### src/hdl/cpbc_pkg.sv
// cpbc_pkg: shared types and constants for the box culling core
// holds the plane word layout and the register index codes
// no dependencies
`default_nettype none

package cpbc_pkg;

   localparam int IN_W           = 16;  // corner port width
   localparam int EXT_W          = 15;  // extent port width
   localparam int NORM_W         = 16;  // q1.14 normal component width
   localparam int FRAC_BITS      = 14;
   localparam int CSR_IDX_W      = 3;
   localparam int CSR_DATA_W     = 64;
   localparam int CNT_W          = 3;
   localparam int AXES           = 3;
   localparam int MAX_PLANES_DEF = 6;
   localparam int COORD_BITS_DEF = 16;
   localparam int PIPE_DEPTH     = 4;

   localparam logic [CSR_IDX_W-1:0] CSR_PLANE_COUNT = 3'd0;
   localparam logic [CSR_IDX_W-1:0] CSR_PLANE_ZERO  = 3'd1;

   // bits 63:48 offset, 47:32 nz, 31:16 ny, 15:0 nx
   typedef struct packed {
      logic signed [NORM_W-1:0] d;
      logic signed [NORM_W-1:0] nz;
      logic signed [NORM_W-1:0] ny;
      logic signed [NORM_W-1:0] nx;
   } plane_type;

endpackage

`default_nettype wire

### src/hdl/cpbc_lane.sv
// cpbc_lane: per-plane test, nearest corner product stage then sum and compare
// the corner with least dot product is picked per axis by the normal's sign
// depends on cpbc_pkg
`default_nettype none

module cpbc_lane import cpbc_pkg::*; #(
   parameter int COORD_BITS = COORD_BITS_DEF
) (
   input  wire logic                          clock,
   input  wire logic [AXES-1:0][COORD_BITS:0] lo,
   input  wire logic [AXES-1:0][COORD_BITS:0] hi,
   input  wire plane_type                     plane,
   output logic                               over
);

   localparam int P_W    = COORD_BITS + 1;
   localparam int PROD_W = NORM_W + P_W;
   localparam int D_W    = NORM_W + FRAC_BITS;
   localparam int SUM_W  = (PROD_W + 2 > D_W + 1) ? PROD_W + 2 : D_W + 1;

   logic signed [NORM_W-1:0] norm [AXES];
   logic signed [P_W-1:0]    pick [AXES];
   logic signed [PROD_W-1:0] prod_ff [AXES];
   logic signed [PROD_W-1:0] prod_in [AXES];
   logic signed [SUM_W-1:0]  dot;
   logic signed [SUM_W-1:0]  bound;
   logic                     over_ff, over_in;

   always_comb begin
      norm[0] = plane.nx;
      norm[1] = plane.ny;
      norm[2] = plane.nz;
      for (int a = 0; a < AXES; a++) begin
         // negative normal: the high coordinate gives the smaller product
         pick[a]    = norm[a][NORM_W-1] ? signed'(hi[a]) : signed'(lo[a]);
         prod_in[a] = PROD_W'(norm[a]) * PROD_W'(pick[a]);
      end
   end

   always_ff @(posedge clock) begin
      for (int a = 0; a < AXES; a++) begin
         prod_ff[a] <= prod_in[a];
      end
   end

   always_comb begin
      dot     = SUM_W'(prod_ff[0]) + SUM_W'(prod_ff[1]) + SUM_W'(prod_ff[2]);
      bound   = SUM_W'(signed'({plane.d, {FRAC_BITS{1'b0}}}));
      over_in = dot > bound;
   end

   always_ff @(posedge clock) begin
      over_ff <= over_in;
   end

   assign over = over_ff;

endmodule

`default_nettype wire
### config.mk
export PLATFORM = sky130hd
export DESIGN_NAME = cpbc_lane
export DESIGN_NICKNAME = d
export VERILOG_FILES = /design/src/hdl/cpbc_pkg.sv /design/src/hdl/cpbc_lane.sv
export SDC_FILE = /design/constraint.sdc
export NUM_CORES = 2
export LEC_CHECK = 0
export ABC_AREA = 1
export BUFFER_PORTS_ARGS = -buffer_cell sky130_fd_sc_hd__buf_2
export CAP_MARGIN = 20
export CORE_AREA = 2 2 267 269
export CTS_BUF_LIST = sky130_fd_sc_hd__clkbuf_16
export CTS_CLUSTER_DIAMETER = 30
export DETAILED_ROUTE_END_ITERATION = 8
export DIE_AREA = 0 0 269 271
export GPL_TIMING_DRIVEN = 0
export PLACE_DENSITY = 0.71
export SLEW_MARGIN = 0
export SYNTH_ARGS = -nofsm -noshare
export SYNTH_HDL_FRONTEND = slang
export SYNTH_SLANG_ARGS = --single-unit
export TNS_END_PERCENT = 100
### constraint.sdc
create_clock -name clock -period 8.39 [get_ports clock]
set_input_delay 1.2585 -clock clock [delete_from_list [all_inputs] [get_ports clock]]
set_output_delay 1.2585 -clock clock [all_outputs]
set_load 0.005 [all_outputs]
* Yosys cells after proc, flatten, opt, wreduce, memory -nomap -nowiden
Memories as Yosys holds them, arrays and structs flattened. Index checks and enable logic that the tools add are counted.
Storage, ports and cells: flip-flop bits (word level) 1, memory bits (writable) 99, input bits 167, output and inout bits 1, memories kept 1
Cells by class: $add $sub $neg 2, $mul 3, magnitude comparators 1, muxes and demuxes 3
Memories:
- prod_ff | depth 3, width 33, rd ports 3, clocked after Yosys merged registers in 0, write ports 3, RTL line cpbc_lane.sv:23 | logic signed [PROD_W-1:0] prod_ff [AXES];
Operators by type and width (number):
- $mul A16 B17 Y33 | 3
- $mux W17 | 3
- $add A34 B33 Y35 | 1
- $gt A35 B30 Y1 | 1
- $add A33 B33 Y34 | 1

* Longest topological paths before layout
An unclocked memory read counts as a cell.
depth in word-level cells 4, gate-level depth with buffers 32

* Worst setup path after synthesis
No wires, ideal clock.
path kind input to register, start point input port plane[47] (netlist name), end point memory prod_ff[0][94] (netlist name), arrival time 6735 ps, data required time 8267 ps, slack 1532 ps, stages 27, path buffers 3, cells stage by stage buf_4 > inv_4 > buf_4 > nand2_1 > nand2_1 > inv_1 > buf_2 > nor2_1 > inv_1 > fa_1 > inv_1 > fa_1 > fa_1 > fa_1 > fa_1 > inv_1 > fa_1 > inv_1 > ha_1 > nand2_1 > nor2_1 > inv_1 > nor2_1 > nand3_1 > nand3_1 > a21oi_1 > xor2_1
RTL lines:
- from (decl) | RTL line cpbc_lane.sv:12 | input wire plane_type plane,
- to (decl) | RTL line cpbc_lane.sv:23

==> run summary <==
Worst Hold Path EP: over
design area: 39600 um2
CTS-repair resized insts: 0
Row Count: 97
Vias per Instance: 5.26
Clk Tree Root Cell: clkbuf_16
Slew Viols, Final: 0
internal reg-to-reg setup slack: 3.96 ns
Min-Delay Path Depth: 8
Antenna Nets Post-Route: 0
final worst path period need: 7.63 ns
status: completed
global-route wire length before repair: 163000 um
most common cell in the netlist: inv_1
Syn. warnings: 0
Clock Path Buffers: 2
1st-iter DRT viols: 2310
Syn-to-layout area delta: 6.01%
Die Ht: 271 um
Synthesized Nets: 5904
post-route setup TNS: 0 ns
type of the worst setup path: input port to flip-flop
CTS tree: built
most used cell, CP: fa_1
antenna cells: 0
# IOs: 168
Clock Sink Count: 100
Rel. slew slack: 0.518
period utilization: 0.909
M3 GR Usage: 0.0471
largest area contributor in the netlist: fa_1
RR Endpoint: over
Synth cell types: 49
ys flop type: dfxtp_1
share of synthesized registers carrying an async set or reset: 0
Net count, final: 6070
worst hold margin: 1.07 ns
Initial Util: 0.535
worst skew pair latency: 0.35 ns
worst hold start: prod_ff[0][34]
skew final: 0.0131 ns
R2R depth: 26
R2R Path Start: prod_ff[0][1]
DP Area: 39300 um2
Post-synth EDFFs: 0
top cells by area, synth: fa_1, inv_1, ha_1, nand2_1, nor2_1
Synth Instances: 4569
die area: 72900 um2
post-CTS setup buffer count: 0
layout cell share with drive strength beyond 1: 0.0686
vias in the first global route: 31.1k
dpl hpwl: 90200 um
critical path's largest stage delay: 0.83 ns
crit-path cells: clkbuf_1 > clkinv_1 > nor2_1 > fa_1 > fa_1 > inv_1 > fa_1 > fa_1 > fa_1 > fa_1 > inv_1 > ha_1 > nand2_1 > nor3_1 > nand2_1 > or2_0 > nand3_1 > inv_1 > nand2_1 > nand2_1
Worst-Margin Slew: 0.723 ns
routed wire length per instance: 17.5 um
clock slew at reported path FFs: 0.08 ns
die extent in x: 269 um
Worst setup EP type: flip-flop
CP bufs+invs: 5
final setup fails: 0
Max H-tree Level: 3
Tightest Hold Check Type: flip-flop to flip-flop
crit path max fanout: 9
GRT Total Usage: 0.286
delay-heaviest family, CP: adder cells
crit start category: input port
met1 usage: 0.422
total CTS buffers: 9
busiest grt layer: met2
gr ovfl total: 0
post-synthesis register bit count: 100
worst path arrival time: 7.84 ns
initial antenna violation count: 0
CP required: 8.60 ns
RSZ-0062 raised after global routing: no
Syn Std Cell Area: 37400 um2
Synth top cells by count: inv_1, fa_1, nand2_1
DR pass1 iterations: 6
Post-Layout Cell Count: 5680
DR vias: 29.9k
# hold bufs at CTS: 0
post-synth top area share: 0.462
Buffers on Ports: 155
# placed instances: 5664
DRC: 0
post-synthesis sequential area ratio: 0.0536
Final Hold Fails: 0
Mean Syn Cell Area: 8.18 um2
Max Cap Viol: 0
met2 GRT Util: 0.446
highest-delay cell along the critical path: fa_1
Placer Congestion: 0.979
maximum clock rate: 131 MHz
Detailed Route WL: 99700 um
Placeable Area: 69800 um2
largest net degree at the start of global routing: 20
[placed cells by master, fill, tap and decap left out, drive strengths merged, types with 2 or more instances in the layout]
cell and instances:
clkbuf 63, xor2 79, nand2 729, o211ai 10, o21bai 12, o21ai 87, xnor2 45, nand3b 7
buf 197, a21boi 8, a21oi 150, nand4 34, or2 46, a21o 19, fa 862, clkinv 13
nor3 27, a31oi 4, ha 306, dfxtp 100, a221oi 2, o21a 11, nor2 663, inv 1156
nand3 103
[logic make-up (layout without fill, tap and decap cells)]
logic type | after synthesis | count (layout) | share of synthesized area
AND/OR/NAND/NOR | 1612 | 1612 | 0.177
AO/OA/AOI/OAI | 307 | 307 | 0.0473
XOR/XNOR | 124 | 124 | 0.0293
buffers and inverters | 1258 | 1429 | 0.129
flip-flops | 100 | 100 | 0.0536
adder cells (fa/ha/maj) | 1168 | 1168 | 0.564
[cell type report]
type,instances,area [um2]
sequential,100,2000
multi-input combinational,3211,30600
inverter,1162,4360
buffer,96,437
clock buffer,9,225
tap,940,1180
timing repair buffer,155,776
clock inverter,7,67.6
fill,6575,30200
[through the flow]
stage           util  setup slack (ns)
2_1_floorplan      -              1.53
4_1_cts        0.567             0.887
3_3_place_gp   0.563             0.573
5_1_grt        0.567             0.486
3_5_place_dp   0.563             0.538
6_report       0.567             0.761
[per-layer routing]
layer | wire length [um] | share of wire
met5 | 0 | 0
met4 | 2190 | 0.022
met1 | 44200 | 0.44
met3 | 8630 | 0.087
met2 | 44600 | 0.45
[flip-flops by register name (all words and copies together), names as in the netlist]
signal,count
prod_ff,99
over,1
[worst register-to-register path, delay by kind of cell (launching register included)]
family	cells	cell delay, ns
fa+ha+maj	4	1.53
flops	1	0.36
xor+xnor	1	0.34
buf+inv	3	0.29
simple gates	18	1.80
[worst max-delay path by stage]
stage                    from              to  slack (ns)  depth (start not counted)
finish               plane[1]  prod_ff[0][32]        0.76                         20
global route        plane[31]  prod_ff[0][57]        0.49                         26
CTS                  plane[1]  prod_ff[0][32]        0.89                         20
detailed placement   plane[1]  prod_ff[0][32]        0.54                         20
global placement     plane[1]  prod_ff[0][32]        0.57                         20
floorplan           plane[47]  prod_ff[0][94]        1.53                         27
Power is not shown: default switching activity piles up to over one toggle a cycle in this logic, so the estimate is an artifact.
