## src/hdl/cpbc_pkg.sv

```systemverilog
// cpbc_pkg: shared types and constants for the box culling core
// holds the plane word layout and the register index codes
// no dependencies
`default_nettype none

package cpbc_pkg;

   localparam int IN_W           = 16;  // corner port width
   localparam int EXT_W          = 15;  // extent port width
   localparam int NORM_W         = 16;  // q1.14 normal component width
   localparam int FRAC_BITS      = 14;
   localparam int CSR_IDX_W      = 3;
   localparam int CSR_DATA_W     = 64;
   localparam int CNT_W          = 3;
   localparam int AXES           = 3;
   localparam int MAX_PLANES_DEF = 6;
   localparam int COORD_BITS_DEF = 16;
   localparam int PIPE_DEPTH     = 4;

   localparam logic [CSR_IDX_W-1:0] CSR_PLANE_COUNT = 3'd0;
   localparam logic [CSR_IDX_W-1:0] CSR_PLANE_ZERO  = 3'd1;

   // bits 63:48 offset, 47:32 nz, 31:16 ny, 15:0 nx
   typedef struct packed {
      logic signed [NORM_W-1:0] d;
      logic signed [NORM_W-1:0] nz;
      logic signed [NORM_W-1:0] ny;
      logic signed [NORM_W-1:0] nx;
   } plane_type;

endpackage

`default_nettype wire

```

## src/hdl/cpbc_regs.sv

```systemverilog
// cpbc_regs: plane count and plane registers of the box culling core
// decodes the csr write port and builds the active plane mask
// depends on cpbc_pkg
`default_nettype none

module cpbc_regs import cpbc_pkg::*; #(
   parameter int MAX_PLANES = MAX_PLANES_DEF
) (
   input  wire logic                  clock,
   input  wire logic                  reset,
   input  wire logic                  csr_we,
   input  wire logic [CSR_IDX_W-1:0]  csr_index,
   input  wire logic [CSR_DATA_W-1:0] csr_data,
   output plane_type                  planes [MAX_PLANES],
   output logic [MAX_PLANES-1:0]      active
);

   logic [CNT_W-1:0] count_ff;
   plane_type        plane_ff [MAX_PLANES];

   always_ff @(posedge clock) begin
      if (reset) begin
         count_ff <= '0;
         for (int i = 0; i < MAX_PLANES; i++) begin
            plane_ff[i] <= '0;
         end
      end else if (csr_we) begin
         if (csr_index == CSR_PLANE_COUNT) begin
            count_ff <= csr_data[CNT_W-1:0];
         end
         for (int i = 0; i < MAX_PLANES; i++) begin
            if (int'(csr_index) == int'(CSR_PLANE_ZERO) + i) begin
               plane_ff[i] <= plane_type'(csr_data);
            end
         end
      end
   end

   // a count above the lane count simply enables every lane
   always_comb begin
      for (int i = 0; i < MAX_PLANES; i++) begin
         planes[i] = plane_ff[i];
         active[i] = int'(count_ff) > i;
      end
   end

endmodule

`default_nettype wire

```

## config.mk

```make
export PLATFORM = sky130hd
export DESIGN_NAME = cpbc_regs
export DESIGN_NICKNAME = d
export VERILOG_FILES = /design/src/hdl/cpbc_pkg.sv /design/src/hdl/cpbc_regs.sv
export SDC_FILE = /design/constraint.sdc
export NUM_CORES = 1
export LEC_CHECK = 0
export BUFFER_PORTS_ARGS = -buffer_cell sky130_fd_sc_hd__buf_2
export CAP_MARGIN = 20
export CORE_MARGIN = 4
export CORE_UTILIZATION = 44
export DETAILED_ROUTE_END_ITERATION = 16
export MAX_ROUTING_LAYER = met4
export PLACE_DENSITY = 0.81
export SYNTH_ARGS = -nofsm -noshare
export SYNTH_HDL_FRONTEND = slang
export SYNTH_SLANG_ARGS = --single-unit
```

## constraint.sdc

```tcl
create_clock -name clock -period 11.18 [get_ports clock]
set_input_delay 1.118 -clock clock [delete_from_list [all_inputs] [get_ports clock]]
set_output_delay 1.118 -clock clock [all_outputs]
set_load 0.05 [all_outputs]
```

== Yosys cells after proc, flatten, opt, wreduce, memory -nomap -nowiden ==
Memory sizes are Yosys's and may differ from the RTL's.
Index checks and enable logic that the tools add are counted.

* Muxes and demuxes: 32
* Div/mod/pow operators: 0
* Equal/unequal tests: 6
* Bitwise operators: 6
* Shifts and indexed selects: 0
* Reduce and logical (&&, ||, !) cells: 2
* $mul: 0
* Add/sub/neg operators: 0
* $lt $le $gt $ge: 6

{| class="wikitable"
|+ Operators by type and width
! operator !! count
|-
| two-way mux 64 bit || 6
|-
| two-way mux 1 bit || 26
|-
| equality test 3 bit (second input constant) || 4
|-
| equality test 3 x 2 -> 1 bit (second input constant) || 2
|-
| greater-than comparator 3 x 1 -> 1 bit (second input constant) || 2
|-
| greater-than comparator 3 x 2 -> 1 bit (second input constant) || 2
|-
| greater-than comparator 3 bit (second input constant) || 2
|-
| bitwise OR 1 bit || 6
|-
| zero test 3 bit || 1
|-
| AND reduction 2 bit || 1
|}

* Memory bits (read-only): 0
* Latch bits: 0
* Register bits after elaboration: 3
* Bits in writable memories: 384
* Input port bits: 70
* Memories: 1

{| class="wikitable"
|+ Memory list
! memory !! depth !! bits a word !! rd ports !! clocked after Yosys merged registers in !! wr ports !! RTL line !! RTL
|-
| plane_ff || 6 || 64 || 6 || 0 || 6 || cpbc_regs.sv:19 || <nowiki>plane_type plane_ff [MAX_PLANES];</nowiki>
|}

== Depth between registers and ports, before layout ==
* Depth after elaboration: 6
* Depth in mapped cells: 4
* Mapped depth without buffers: 2

== Worst setup path before layout ==
Ideal clock, no wire load.

* Path type: input to register
* Start: input csr_index[0]
* End: memory plane_ff[3][0] (netlist name) (enable)
* Arrival time: 4773 ps
* Required time: 10681 ps
* Path buffers: 2
* Path slack: 5908 ps
* Stages on the path: 4
* Path through: or2_2 -> buf_2 -> buf_1 -> o21bai_1

{| class="wikitable"
|+ RTL lines
! item !! RTL line !! RTL
|-
| start: declaration || cpbc_regs.sv:12 || <nowiki>input wire logic [CSR_IDX_W-1:0] csr_index,</nowiki>
|-
| end: declaration || cpbc_regs.sv:19 ||
|}

==> flow_summary_export.csv <==
group,metric,value,unit
finish,final_cell_mix,"459 x buf_2, 384 x nor3_1, 384 x edfxtp_1, 64 x inv_1, 39 x clkbuf_16",
timing,rsz0062_at_grt,"false",
synthesis,synthAdderAreaFrac,0,%
timing,worst_pin_slew,1090,ps
timing,skew,0,ps
routing,drc,0,
clock_tree,cts_made_buffers,38,
synthesis,syn_inst,950,
setup_path,cp_slowest_cell,"o21bai_4",
synthesis,synth_seq_cells,387,
die,num_rows,66,
global_routing,grt_pass1_wl,60400,um
timing,relSlewSlack,27.6,%
global_routing,grt.overflow.total,0,
clock_tree,cts.sinks,387,
global_routing,grt_max_degree,98,
finish,nets,1447,
finish,fin_cells,1846,
pwr,power_per_cell_area,194,nW/um^2
clock_tree,clkLatencyLatePin,520,ps
synthesis,ys_types,20,
synthesis,synth_top_family_by_area,"simple AND/OR/NAND/NOR gates",
die,dieArea,35800,sq um
pwr,ir_drop,0.000151,V
routing,drt_iter0_drc,914,
die,core-area,32500,sq um
place,place_inst,1779,
pwr,swShare,29.9,%
finish,layout_commonest_cell,"buf_2",
synthesis,syn-cell-area,14400,sq um
routing,ant_nets,0,
synthesis,syn_nets,1020,
synthesis,ys_seq_area_share,80.2,%
clock_tree,clock_tree.root_cell,"clkbuf_16",
timing,fin_crit_sh,29.0,%
setup_path,timing.rr.start,"count_ff[2]",
global_routing,grt_usage,22.5,%
setup_path,slowest_delay,970,ps
synthesis,yosys_warnings,0,
setup_path,startpoint_type,"primary input",
timing,drv_slew,0,
routing,routed_via_density,5.42,
setup_path,critPathTopFamily,"compound AO/OA/AOI/OAI gates",
clock_tree,cts_tree,"yes",
setup_path,reg2reg_to,"count_ff[2]",
flow_run,drv_cap,0,
clock_tree,post_cts.repair.setup_buffers,0,
setup_path,endpoint,"plane_ff[4][58]",
timing,hold-worst-slack,546,ps
worst_hold_path,hold_path.class,"reg2reg",
clock_tree,cts-resized-gates,0,
timing,fmax,308,MHz
global_routing,grt_pass1_vias,9955,
clock_tree,clk_pin_slew,60,ps
global_routing,antenna_found_initial,1,
routing,vias,9999,
setup_path,critical_path_class,"in2reg",
setup_path,critPathRequiredTime,11320,ps
setup_path,r2r_cells,2,
pwr,p_switching,0.00105,W
place,place.gp.congestion,0.813,
timing,min_period,3240,ps
synthesis,synth.avg_cell_area,15.2,sq um
die,fp.dieW,189,um
timing,fin_setup_tns,0,ps
routing,wl_per_cell,22.0,um
setup_path,r2r_slack,10450,ps
synthesis,synth_xor_area_share,0,%
finish,synthToLayoutAreaGrowth,25.7,%
routing,detail_route.first_pass.iterations,5,
pwr,seq_power_share,49.0,%
place,port_buffers,459,
place,dpl.hpwl,25700,um
die,ioPinCount,460,
clock_tree,ctsLongestPathBuffers,3,
synthesis,synth_compound_area_share,0.416,%
setup_path,path_buf_inv,2,
finish,drive_above_1_share,38.1,%
synthesis,synth.area.mux_share,0.208,%
setup_path,cp.depth,4,
setup_path,critPathLaunch,"csr_index[1]",
clock_tree,holdBufCountCts,0,
setup_path,crit_path_cell_trace,"buf_2, nand2b_4, o21bai_4, buf_4",
routing,wirelength,40700,um
synthesis,synth_simple_gate_area_share,14.1,%
pwr,pwr-share-comb,16.7,%
timing,setup_viol,0,
setup_path,critical_path_arrival,3380,ps
die,start_util,44.5,%
pwr,p_leak,6.86,nW
clock_tree,cts_max_level,2,
status,status,"complete, no violations",
timing,final_hold_viol_count,0,
pwr,p_int,0.00246,W
pwr,p_clk_share,34.3,%
finish,nFillCells,2578,
setup_path,path_max_fanout,58,
die,die_h,189,um
setup_path,end_kind,"flop",
[power groups by stage]
| stage | Sequential [W] | Combinational, W | Clock, W |
|---|---|---|---|
| global route | 0.00173 | 0.000605 | 0.00128 |
| floorplan | 0.00210 | 0.0000890 | 0 |
| finish | 0.00172 | 0.000587 | 0.00121 |
| CTS | 0.00172 | 0.000589 | 0.00122 |
| global placement | 0.00175 | 0.000581 | 0 |
| detailed placement | 0.00175 | 0.000588 | 0 |
[worst min path at each step]
stage	slack, ps	end	depth (start not counted)	startpoint
2_1_floorplan	470	count_ff[0]	2	count_ff[0]
3_3_place_gp	510	count_ff[0]	2	count_ff[0]
3_5_place_dp	530	count_ff[1]	2	count_ff[1]
4_1_cts	540	count_ff[0]	2	count_ff[0]
5_1_grt	560	count_ff[0]	2	count_ff[0]
6_report	550	count_ff[0]	2	count_ff[0]
[state kept, by name (all words and copies together), names as in the netlist]
| register | cells |
|---|---|
| count_ff | 3 |
| plane_ff | 384 |
[routing by layer]
| metal | vias to the layer above | wire [um] | track usage [%] |
|---|---|---|---|
| li1 | 4418 | - | - |
| met1 | 4844 | 14900 | 28.2 |
| met2 | 627 | 20200 | 36.4 |
| met3 | 110 | 3900 | 4.85 |
| met4 | 0 | 1670 | 8.41 |
| met5 | - | 0 | - |
[logic make-up after synthesis]
| group | count (synthesis) |
|---|---|
| flops | 387 |
| simple gates | 402 |
| buf+inv | 150 |
| mux | 3 |
| compound gates | 8 |
[synth_stat cells]
cell,number,area (sq um)
or3_1,1,6.26
buf_2,13,65.1
edfxtp_1,384,11500
buf_1,7,26.3
and2_1,1,6.26
nor4b_1,1,8.76
inv_1,64,240
nand2_1,2,7.51
or2_2,2,12.5
clkbuf_1,46,173
dfxtp_1,3,60.1
a21o_1,1,7.51
mux2i_1,3,30.0
or3b_1,1,8.76
nor3_1,384,1920
o21a_1,1,7.51
nand3b_1,1,7.51
buf_6,20,225
nand2b_1,9,56.3
o21bai_1,6,45.0
[layout make-up]
cell class | instances | area (sq um) | share of cell area, %
flip-flops and latches | 387 | 11600 | 63.8
multi-input cells | 413 | 2210 | 12.2
diodes | 1 | 2.50 | 0.0138
clock inverters | 20 | 151 | 0.834
well taps | 442 | 553 | 3.05
repair buffers | 473 | 2400 | 13.2
inverters | 64 | 240 | 1.32
clock buffers | 46 | 1000 | 5.52
[per-stage QoR]
stage	power (W)	utilization, %	cell area (sq um)	worst slack [ps]
6_report	0.00351	55.9	18200	7940
5_1_grt	0.00362	55.9	18200	7790
3_5_place_dp	0.00234	52.4	17000	7370
3_3_place_gp	0.00233	52.4	17000	7480
4_1_cts	0.00353	55.9	18200	7910
2_1_floorplan	0.00219	-	14400	5910
[worst register-to-register path: cells and delay by family (launching register included)]
| kind | cells | cell delay, ps |
|---|---|---|
| multiplexers | 1 | 130 |
| flip-flops | 1 | 450 |
| AND/OR/NAND/NOR | 1 | 80 |
Power figures use the tool's default switching activity.
