`config.mk`:
```
export PLATFORM = sky130hd
export DESIGN_NAME = cpbc_corner
export DESIGN_NICKNAME = d
export VERILOG_FILES = /design/src/hdl/cpbc_pkg.sv /design/src/hdl/cpbc_corner.sv
export SDC_FILE = /design/constraint.sdc
export NUM_CORES = 1
export LEC_CHECK = 0
export BUFFER_PORTS_ARGS = -buffer_cell sky130_fd_sc_hd__buf_2
export CAP_MARGIN = 30
export CORE_MARGIN = 1.5
export CORE_UTILIZATION = 38
export DETAILED_ROUTE_END_ITERATION = 8
export PLACE_DENSITY = 0.69
export SYNTH_ARGS = -nofsm -noshare
export SYNTH_HDL_FRONTEND = slang
export SYNTH_SLANG_ARGS = --single-unit
export TNS_END_PERCENT = 30
```
`constraint.sdc`:
```
create_clock -name clock -period 3.7 [get_ports clock]
set_clock_uncertainty 0.2 [all_clocks]
set_input_delay 0.555 -clock clock [delete_from_list [all_inputs] [get_ports clock]]
set_output_delay 0.555 -clock clock [all_outputs]
set_load 0.02 [all_outputs]
```
`src/hdl/cpbc_pkg.sv`:
```
// cpbc_pkg: shared types and constants for the box culling core
// holds the plane word layout and the register index codes
// no dependencies
`default_nettype none

package cpbc_pkg;

   localparam int IN_W           = 16;  // corner port width
   localparam int EXT_W          = 15;  // extent port width
   localparam int NORM_W         = 16;  // q1.14 normal component width
   localparam int FRAC_BITS      = 14;
   localparam int CSR_IDX_W      = 3;
   localparam int CSR_DATA_W     = 64;
   localparam int CNT_W          = 3;
   localparam int AXES           = 3;
   localparam int MAX_PLANES_DEF = 6;
   localparam int COORD_BITS_DEF = 16;
   localparam int PIPE_DEPTH     = 4;

   localparam logic [CSR_IDX_W-1:0] CSR_PLANE_COUNT = 3'd0;
   localparam logic [CSR_IDX_W-1:0] CSR_PLANE_ZERO  = 3'd1;

   // bits 63:48 offset, 47:32 nz, 31:16 ny, 15:0 nx
   typedef struct packed {
      logic signed [NORM_W-1:0] d;
      logic signed [NORM_W-1:0] nz;
      logic signed [NORM_W-1:0] ny;
      logic signed [NORM_W-1:0] nx;
   } plane_type;

endpackage

`default_nettype wire

```
`src/hdl/cpbc_corner.sv`:
```
// cpbc_corner: first pipeline stage, forms low and high box coordinates
// one adder per axis, registered with the stage valid bit
// depends on cpbc_pkg
`default_nettype none

module cpbc_corner import cpbc_pkg::*; #(
   parameter int COORD_BITS = COORD_BITS_DEF
) (
   input  wire logic                     clock,
   input  wire logic                     reset,
   input  wire logic                     in_valid,
   input  wire logic [AXES-1:0][IN_W-1:0]  corner,
   input  wire logic [AXES-1:0][EXT_W-1:0] extent,
   output logic                          out_valid,
   output logic [AXES-1:0][COORD_BITS:0] lo,
   output logic [AXES-1:0][COORD_BITS:0] hi
);

   localparam int WIDE_W = 32;

   logic                          valid_ff;
   logic [AXES-1:0][COORD_BITS:0] lo_ff, lo_in;
   logic [AXES-1:0][COORD_BITS:0] hi_ff, hi_in;
   logic [WIDE_W-1:0]             c_wide [AXES];
   logic [WIDE_W-1:0]             e_wide [AXES];
   logic [COORD_BITS-1:0]         c_cut  [AXES];
   logic [COORD_BITS-2:0]         e_cut  [AXES];

   always_comb begin
      for (int a = 0; a < AXES; a++) begin
         c_wide[a] = {{(WIDE_W-IN_W){corner[a][IN_W-1]}}, corner[a]};
         e_wide[a] = {{(WIDE_W-EXT_W){1'b0}}, extent[a]};
         c_cut[a]  = c_wide[a][COORD_BITS-1:0];
         e_cut[a]  = e_wide[a][COORD_BITS-2:0];
         lo_in[a]  = {c_cut[a][COORD_BITS-1], c_cut[a]};
         hi_in[a]  = {c_cut[a][COORD_BITS-1], c_cut[a]} + {2'b00, e_cut[a]};
      end
   end

   always_ff @(posedge clock) begin
      if (reset) begin
         valid_ff <= 1'b0;
      end else begin
         valid_ff <= in_valid;
      end
   end

   always_ff @(posedge clock) begin
      lo_ff <= lo_in;
      hi_ff <= hi_in;
   end

   assign out_valid = valid_ff;
   assign lo        = lo_ff;
   assign hi        = hi_ff;

endmodule

`default_nettype wire

```
# Word level (Yosys, flattened, before mapping)
# Index checks and enable logic that the tools add are counted.
classes:
  addsub: 3
ops:
  columns: ["cell", "count"]
  rows:
  - ["$add A16 B16 Y17", 3]
word_totals:
  regBits: 100
  input_bits: 96
  wordCells: 10

# Longest topological paths before layout
# Gate-level depths: netlist (run 1).
depth:
  depth_word: 1
  depth_mapped: 8
  depth_no_buf: 8

# Least setup slack after synthesis (run 1)
# No wires, ideal clock.
synth_path:
  path_kind: "input-to-reg"
  startpoint: "input corner[32] (netlist name)"
  endpoint: "register hi_ff, in the netlist hi[48]"
  arrival_ns: 2.212
  required_ns: 3.374
  slack_ns: 1.162
  stages: 8
  path_cell_list: "ha_1 -> fa_1 -> a21o_1 -> a21oi_1 -> o21ai_0 -> o211ai_1 -> a32oi_1 -> xor2_1"
synth_rtl:
  columns: ["element", "line_no", "rtl"]
  rows:
  - ["start, declared", "cpbc_corner.sv:12", "input wire logic [AXES-1:0][IN_W-1:0] corner,"]
  - ["end signal, assigned", "cpbc_corner.sv:50", "hi_ff <= hi_in;"]
  - ["end, declared", "cpbc_corner.sv:23", "logic [AXES-1:0][COORD_BITS:0] hi_ff, hi_in;"]

==> summary.md, run 1 <==
| Metric | Value |
|---|---|
| CTS hold repair buffers | 0 |
| Worst EP arrival | 2.56 ns |
| DIE HEIGHT | ~110 um |
| Fin. max-slew vios | 0 |
| Die Footprint | roughly 12000 um^2 |
| Library cells used by synthesis | 50 |
| Pleak | roughly 0.0027 uW |
| Max-cap viol count | 0 |
| Via/cell ratio | roughly 4.9 |
| Initial Util | 0.397 |
| Post-synth EDFFs | 0 |
| Setup Crit Path Kind | input port to flip-flop |
| Crit end category | flip-flop |
| Vias in the first global route | approximately 3500 |
| Largest net degree at the start of global routing | 17 |
| Resized cells post-CTS | 0 |
| PD cells | 495 nW/um^2 |
| CTS Buf Count | 9 |
| Port Buf Inserts | approximately 200 |
| Cells taking the most area after synthesis | dfxtp_1 48%, ha_1 14%, xnor2_1 5.1% |
| CTS sink cnt | 100 |
| Core ar. | approximately 10000 um^2 |
| Post-synth ARST share | 0 |
| Worst Hold Slack | ~0.12 ns |
| Minimum clock period after layout | between 2 and 3 ns |
| DR vias | between 3000 and 4000 |
| Fillers | 971 |
| Hold/Removal Path Class | input port to flip-flop |
| Tcrit/Tclk final | 0.685 |
| Syn Inst Count | ~380 |
| Clock buffer depth | 2 |
| RePlAce Congestion | around 0.89 |
| Initial antenna violation count | 1 |
| Hold Path Origin | corner[16] |
| WL/cell | about 14 um |
| Router iterations before antenna repair | 4 |
| Synth Net Count | 526 |
| Area growth syn-to-layout | 31.7% |
| Post-DP HPWL | ~8.3 mm |
| Clock-pin slew on the worst setup and hold paths | approximately 0.09 ns |
| CTS tree | done |
| Final setup viols | 0 |
| Setup crit start kind | input port |
| Max_slew headroom | 0.677 |
| Hold endpoint | lo[17] |
| Max FO, Critical Path | 3 |
| Setup TNS | 0 ns |
| First-pass GRT wire length | around 16 mm |
| Clock Root Buffer | clkbuf_8 |
| Endpoints failing hold | 0 |
| Iteration-0 DRC Markers | 106 |
| Total Routed Length | approximately 10 mm |
| Nets | 730 |
| Peak supply drop | 0.265 mV |
| Placed Area | between 5000 and 6000 um^2 |
| Yosys reg bits | 100 |
| CP Data Required Time | 3.73 ns |
| FP Rows | 37 |
| Die X | ~110 um |
| Multi-input gate area | between 2000 and 2500 um^2 |
| Ports | about 200 |
| Share of cells above drive strength 1 | 0.379 |
| Synth top area share | 0.482 |
| Seq/Total Area, Yosys | 0.482 |
| GRT overflow | 0 |
| Register Area | around 2000 um^2 |
| Most common cell in the netlist | dfxtp_1 |
| Peak Freq | slightly below 400 MHz |
| Mapped cell area | approximately 4200 um^2 |
| CTS HTree Levels | 3 |
| Final Util | 0.523 |
| Synthesis Warnings | 0 |
| Post-synth top area cell | dfxtp_1 |
| GRT Util Overall | 0.174 |
| Post-route ant nets | 0 |
| Synth top cells by count | 100 x dfxtp_1, 45 x ha_1, 27 x a21oi_1 |
| Slew @ Worst Pin | 0.478 ns |
| Setup Fix Bufs, Post-CTS | 0 |
| Hold Path Stages | 1 |
| Final Instance Area | 5470 um^2 |
| Post-route DRC | 0 |
| Outcome | completed |
| RSZ-0062 raised after global routing | no |
| Ys flop type | dfxtp_1 |
| Synth Area per Inst | approximately 11 um^2 |
## registers in the layout (all words and copies together), names as in the netlist
signal / count
hi: 51
out_valid: 1
lo: 48
## worst max-delay path by stage
| stage | startpoint | to | slack [ns] |
|---|---|---|---|
| 6_report | corner[32] | hi[48] | 1.17 |
| 5_1_grt | corner[32] | hi[48] | 1.06 |
| 4_1_cts | corner[32] | hi[48] | 1.17 |
| 3_5_place_dp | corner[32] | hi[48] | 0.80 |
| 3_3_place_gp | corner[32] | hi[48] | 0.84 |
| 2_1_floorplan | corner[32] | hi[48] | 1.16 |
## power breakdown
group	internal, uW	switching (uW)	total (uW)
clock network	313	362	675
logic	307	473	780
registers	1220	35.2	1250
## per-layer routing
layer  wire length [um]  GRT usage  vias to the layer above
li1                   -          -                     1782
met1               4080      0.199                     1606
met2               4930      0.302                      156
met3                833     0.0448                       24
met4                295     0.0827                        0
met5                  0          0                        -
## worst max-delay path, cell delays in order
cell      delay (ns)
buf_2           0.10
ha_1            0.22
fa_1            0.41
a21o_1          0.20
a21oi_1         0.25
o21ai_0         0.17
o211ai_1        0.31
a32oi_1         0.17
xor2_1          0.18
## cell families after synthesis
family                   after synthesis  synth area share
AO/OA/AOI/OAI                        106             0.174
flip-flops                           100             0.482
AND/OR/NAND/NOR                       72            0.0879
adder cells (fa/ha/maj)               48             0.150
XOR/XNOR                              41            0.0864
buffers and inverters                 14            0.0172
multiplexers                           1           0.00241
## area by class of cell
class,instances,share of cell area
Antenna cell,1,0.000457
Clock buffer,10,0.0233
Clock inverter,6,0.0119
Inverter,9,0.00617
Multi-Input combinational cell,268,0.380
Sequential cell,100,0.366
Tap cell,136,0.0311
Timing Repair Buffer,198,0.181
## per-stage QoR
| stage | total power [uW] | instances | setup slack (ns) |
|---|---|---|---|
| global route | 2880 | 728 | 1.06 |
| CTS | 2750 | 727 | 1.17 |
| global placement | 2050 | 711 | 0.841 |
| floorplan | 1790 | 382 | 1.16 |
| finish | 2710 | 728 | 1.17 |
| detailed placement | 2060 | 711 | 0.799 |
## layout by cell type, fill, tap and decap left out, drive strengths merged, types with 10 or more instances in the layout
cell type	n
a21oi	27
a21o	20
dfxtp	100
o21ai	18
xnor2	24
xor2	17
ha	45
clkbuf	10
nor2	17
nand2	17
buf	198
No activity file was read; power rests on OpenSTA's default activity.
==> run 2: changes to the inputs <==
- clock period: 3.7 -> 2.4 ns (I/O delays scaled with it)
==> run 2 against run 1 <==
Compared with the run above: routed wire length up 8.3%; global-route usage up 1.1 points; via count up 8.6%; largest power group unchanged; sequential power up 54%; worst setup slack worse by 1.2 ns; sequential share of layout area down 4.1 points; the flow now finishes with violations (setup timing).
==> summary.md, run 2 (same netlist as run 1, synthesis figures left out) <==
| Metric | Value |
|---|---|
| Max FO, Critical Path | 4 (+1) |
| Post-DP HPWL | 8.33 mm (about the same) |
| PD cells | 698 nW/um^2 (+41%) |
| Post-route DRC | 0 (unchanged) |
| Comb power frac | 0.308 (+0.020) |
| Peak supply drop | 0.480 mV (+81%) |
| CTS HTree Levels | 3 (unchanged) |
| DIE HEIGHT | 108 um (unchanged) |
| Initial Util | 0.397 (unchanged) |
| Core ar. | 10500 um^2 (unchanged) |
| CTS tree | done |
| Peak Freq | between 400 and 500 MHz |
| Outcome | finished, violations left |
| Fillers | 903 (-7.0%) |
| WL/cell | 13.8 um (-1.1%) |
| Final Instance Area | 6170 um^2 (+13%) |
| CTS Buf Count | 9 (unchanged) |
| Area growth syn-to-layout | 48.5% |
| Setup TNS | -0.0112 ns (-0.0112 ns) |
| Failing checks | setup timing |
| Max-cap viol count | 0 (unchanged) |
| Die Footprint | 11600 um^2 (unchanged) |
| CP Data Required Time | 2.48 ns (-1.25 ns) |
| Max_slew headroom | 0.722 (+0.0445) |
| Crit end category | flip-flop |
| Int Pwr | 2930 uW (+59%) |
| Clock power frac | 0.243 (-0.006) |
| Via/cell ratio | 4.86 (-0.82%) |
| Port Buf Inserts | 198 (unchanged) |
| Fin. max-slew vios | 0 (unchanged) |
| Worst Hold Slack | 0.0234 ns (-0.0921 ns) |
| Largest net degree at the start of global routing | 17 (unchanged) |
| Max reg flops | 51 (unchanged) |
| Vias in the first global route | 3837 (+9.0%) |
| Register Area | 2000 um^2 (unchanged) |
| Layout Cells excl Fill | 797 (+9.5%) |
| Dpl cells | 729 (+2.5%) |
| Reg power frac | 0.449 (-0.014) |
| Clock Root Buffer | clkbuf_8 |
| Net Switching | 1380 uW (+58%) |
| Most frequent cells in the layout | 198 x buf_2, 100 x dfxtp_1, 50 x dlygate4sd3_1 |
| Post-route ant nets | 0 (unchanged) |
| Die X | 108 um (unchanged) |
| DR vias | 3874 (+8.6%) |
| Router iterations before antenna repair | 5 (+1) |
| Worst EP arrival | 2.49 ns (-0.07 ns) |
| Iteration-0 DRC Markers | 152 (+43%) |
| Setup crit start kind | input port |
| Slew @ Worst Pin | 0.414 ns (-0.0636 ns) |
| Setup Crit Path Kind | input port to flip-flop |
| GRT overflow | 0 (unchanged) |
| Final WS setup | -0.0112 ns (-1.18 ns) |
| RePlAce Congestion | 0.917 (+3.4%) |
| Endpoints failing hold | 0 (unchanged) |
| Clock buffer depth | 2 (unchanged) |
| Initial antenna violation count | 1 (unchanged) |
| First-pass GRT wire length | 17.0 mm (+6.5%) |
| Clock-pin slew on the worst setup and hold paths | 0.09 ns (about the same) |
| FP Rows | 37 (unchanged) |
| Total Routed Length | 11.0 mm (+8.3%) |
| Multi-input gate area | 2130 um^2 (+2.4%) |
| Share of cells above drive strength 1 | 0.382 (+0.00280) |
| Hold/Removal Path Class | input port to flip-flop |
| Switch share | 0.319 (-0.00176) |
| GRT Util Overall | 0.185 (+0.0107) |
| Tcrit/Tclk final | 1.00 |
| Nets | 799 (+9.5%) |
| Pleak | 0.00304 uW (+11%) |
| Final Util | 0.590 (+0.0666) |
| Ports | 199 (unchanged) |
| Critical Path Start | corner[20] |
| Placed Area | 5410 um^2 (+2.6%) |
| Final setup viols | 1 (+1) |
| CTS sink cnt | 100 (unchanged) |
| Minimum clock period after layout | about 2.4 ns |
| Commonest non-fill, non-tap cell in the layout | buf_2 |
| CP Capture Point | hi[32] |
==> run 2: cell type report <==
cell class                 instances  share of cell area
inverter                           9             0.00548
multi-input combinational        268               0.345
timing repair buffer             267               0.265
sequential                       100               0.324
tap                              136              0.0276
clock inverter                     6              0.0105
antenna                            1            0.000406
clock buffer                      10              0.0207
==> run 2: worst max-delay path, cell delays in order <==
cell and delay, ns:
dlygate4sd3_1 0.53, buf_2 0.14, ha_1 0.33, o21ai_0 0.32, a41oi_2 0.13, o31a_1 0.32, a211oi_2 0.23, xnor2_1 0.14
==> run 2: stage by stage <==
step | power (uW) | setup slack [ns]
finish | 4310 | -0.0112
global route | 4560 | -0.0400
CTS | 4330 | 0.0167
detailed placement | 3210 | -0.241
global placement | 3190 | -0.199
floorplan | 2750 | 0.0569
==> run 2: metal layers <==
layer,GRT usage,wire length (um)
met1,0.204,4330
met2,0.333,5650
met3,0.0502,758
met4,0.0752,238
met5,0,0
==> run 2: how the worst min path moves through the flow <==
| stage | start | end | slack (ns) | cells after the start |
|---|---|---|---|---|
| 3_5_place_dp | corner[22] | lo[23] | 0.28 | 1 |
| 3_3_place_gp | corner[0] | lo[0] | 0.28 | 1 |
| 2_1_floorplan | corner[0] | lo[0] | 0.19 | 0 |
| 4_1_cts | extent[15] | hi[17] | 0.0005 | 2 |
| 6_report | extent[30] | hi[34] | 0.02 | 2 |
| 5_1_grt | extent[0] | hi[0] | 0.007 | 2 |
==> run 2: what timing repair did <==
action	in CTS	in global routing
gates resized for setup	0	12
hold buffers	48	2
setup buffers	0	1
endpoints found under the setup margin	0	8
hold endpoints to repair	48	2
==> run 2: power by group through the flow <==
stage          Sequential [uW]  Clock [uW]  Combinational [uW]
6_report                  1930        1050                1330
2_1_floorplan             2260           0                 492
3_3_place_gp              1970           0                1220
5_1_grt                   1960        1170                1440
4_1_cts                   1940        1090                1300
3_5_place_dp              1970           0                1240
==> run 3: changes to the inputs <==
- SETUP_SLACK_MARGIN: not set -> 0.2
==> run 3 against run 2 <==
Compared with the run above: the flow now finishes without violations; critical path depth increased by 1; hold slack improved by 0.058 ns; sequential power about the same; die area unchanged; combinational power about the same; critical path type unchanged; critical endpoint is now hi[48].
==> summary.md, run 3 (same netlist as run 1, synthesis figures left out) <==
| Metric | Value |
|---|---|
| Outcome | completed |
| Worst slack at placement | -0.119 ns (+0.122 ns) |
| CTS HTree Levels | 3 (unchanged) |
| CTS sink cnt | 100 (unchanged) |
| Most frequent cells in the layout | 198 x buf_2, 100 x dfxtp_1, 53 x dlygate4sd3_1 |
| CTS Buf Count | 9 (unchanged) |
| Pleak | 0.00305 uW (about the same) |
| Endpoints failing hold | 0 (unchanged) |
| FP Rows | 37 (unchanged) |
| Peak Freq | 461 MHz (+11%) |
| Setup Crit Path Kind | input port to flip-flop |
| Max reg flops | 51 (unchanged) |
| M1 WL | 4.35 mm (+0.48%) |
| Met3 routed WL | 788 um (+4.0%) |
| Critical Path Start | corner[32] |
| Max FO, Critical Path | 3 (-1) |
| Fin. max-slew vios | 0 (unchanged) |
| Setup Fix Bufs, Post-CTS | 0 (unchanged) |
| Final setup viols | 0 (-1) |
| Initial antenna violation count | 1 (unchanged) |
| Total Routed Length | 11.1 mm (+1.2%) |
| Hold Path Origin | extent[1] |
| PD cells | 707 nW/um^2 (+1.2%) |
| Router iterations before antenna repair | 4 (-1) |
| Post-route DRC | 0 (unchanged) |
| Vias in the first global route | 3888 (+1.3%) |
| Clock buffer depth | 2 (unchanged) |
| CTS tree | done |
| Crit end category | flip-flop |
| Worst stage delay on the critical path | 0.35 ns (-0.18 ns) |
| Post-route ant nets | 0 (unchanged) |
| Max-cap viol count | 0 (unchanged) |
| CP Data Required Time | 2.44 ns (-0.04 ns) |
| Minimum clock period after layout | 2.17 ns (-0.240 ns) |
| Via/cell ratio | 4.86 (about the same) |
| Die Footprint | 11600 um^2 (unchanged) |
| RSZ-0062 raised after global routing | yes |
| Commonest non-fill, non-tap cell in the layout | buf_2 |
| Hold/Removal Path Class | input port to flip-flop |
| GRT overflow | 0 (unchanged) |
| Hold Path Stages | 2 (unchanged) |
| Iteration-0 DRC Markers | 100 (-34%) |
| Ports | 199 (unchanged) |
| Die X | 108 um (unchanged) |
| WL/cell | 14.0 um (+1.6%) |
| RePlAce Congestion | 0.868 (-5.3%) |
| Slew @ Worst Pin | 0.482 ns (+0.0675 ns) |
| Peak supply drop | 0.386 mV (-20%) |
| Final WS setup | 0.229 ns (+0.240 ns) |
| Worst EP arrival | 2.22 ns (-0.27 ns) |
| Clock-pin slew on the worst setup and hold paths | 0.09 ns (about the same) |
| Core ar. | 10500 um^2 (unchanged) |
| Routed wl met2 | 5.67 mm (+0.30%) |
| Post-DP HPWL | 8.45 mm (+1.4%) |
| Clock Root Buffer | clkbuf_8 |
| First-pass GRT wire length | 17.5 mm (+2.9%) |
| GRT Util Overall | 0.194 (+0.00951) |
| Setup TNS | 0 ns (+0.0112 ns) |
| Worst Hold Slack | 0.0813 ns (+0.0579 ns) |
| CP Capture Point | hi[48] |
| Antenna cells | 0 (-1) |
| Largest net degree at the start of global routing | 16 (-1) |
| CP Cell Sequence | buf_2 > ha_1 > fa_2 > a21o_1 > a21oi_2 > o21ai_1 > o211ai_1 > a32oi_1 > xor2_1 |
| DR vias | 3862 (-0.31%) |
| Max_slew headroom | 0.675 (-0.0463) |
| Area growth syn-to-layout | 48.6% (about the same) |
| DIE HEIGHT | 108 um (unchanged) |
| Port Buf Inserts | 198 (unchanged) |
| Slowest cell on the critical path | fa_2 |
| Setup crit start kind | input port |
| Initial Util | 0.397 (unchanged) |
| Top routing layer used | met4 |
| Tcrit/Tclk final | 0.905 (-0.100) |
| Nets | 797 (-0.25%) |
| Share of cells above drive strength 1 | 0.380 (-0.00188) |
==> run 3: cell types whose count changed in the layout (fill, tap and decap cells not counted), moves of 3 or more <==
cell           before  now
a21oi_1            27   23
a21oi_2             0    4
buf_4              18   14
dlygate4sd3_1      50   53
==> run 3: layer usage <==
metal | up-vias | GRT usage
met5 | - | 0
met4 | 0 | 0.104
met3 | 23 | 0.0478
met2 | 151 | 0.352
met1 | 1772 | 0.206
li1 | 1916 | -
==> run 3: report_power, final <==
group / total (uW) / switching, uW / leakage [uW] / internal [uW]
Clock: 1100 / 561 / 0.000102 / 536
Sequential: 1930 / 54.5 / 0.000844 / 1880
Combinational: 1330 / 765 / 0.00210 / 567
==> run 3: layout make-up <==
cell class,count,area (um^2)
clock inverter,4,47.5
sequential,100,2000
multi-input combinational,268,2140
timing repair buffer,265,1630
tap,136,170
fill,924,4290
clock buffer,12,155
inverter,9,33.8
==> run 3: stage by stage <==
step	std cells	utilization	area (um^2)	total power (uW)
after global placement	725	0.518	5420	3200
final	794	0.590	6170	4360
after detailed placement	725	0.518	5420	3220
after floorplan	382	-	4190	2760
after CTS	794	0.588	6150	4400
after global routing	794	0.590	6170	4600
==> run 3: critical path: cells and delay by family <==
kind,cells,cell delay [ns]
buf+inv,1,0.10
fa+ha+maj,2,0.57
xor+xnor,1,0.18
compound gates,5,1.00
==> run 3: worst min-delay path by stage <==
stage	to
after floorplan	lo[0]
after CTS	hi[1]
after global routing	hi[1]
after global placement	lo[0]
final	hi[1]
after detailed placement	lo[5]
==> run 3: what timing repair did <==
action | in CTS | in global routing
resized for setup | 0 | 7
endpoints found under the setup margin | 0 | 10
hold buffers | 53 | 0
hold endpoints to repair | 55 | 0
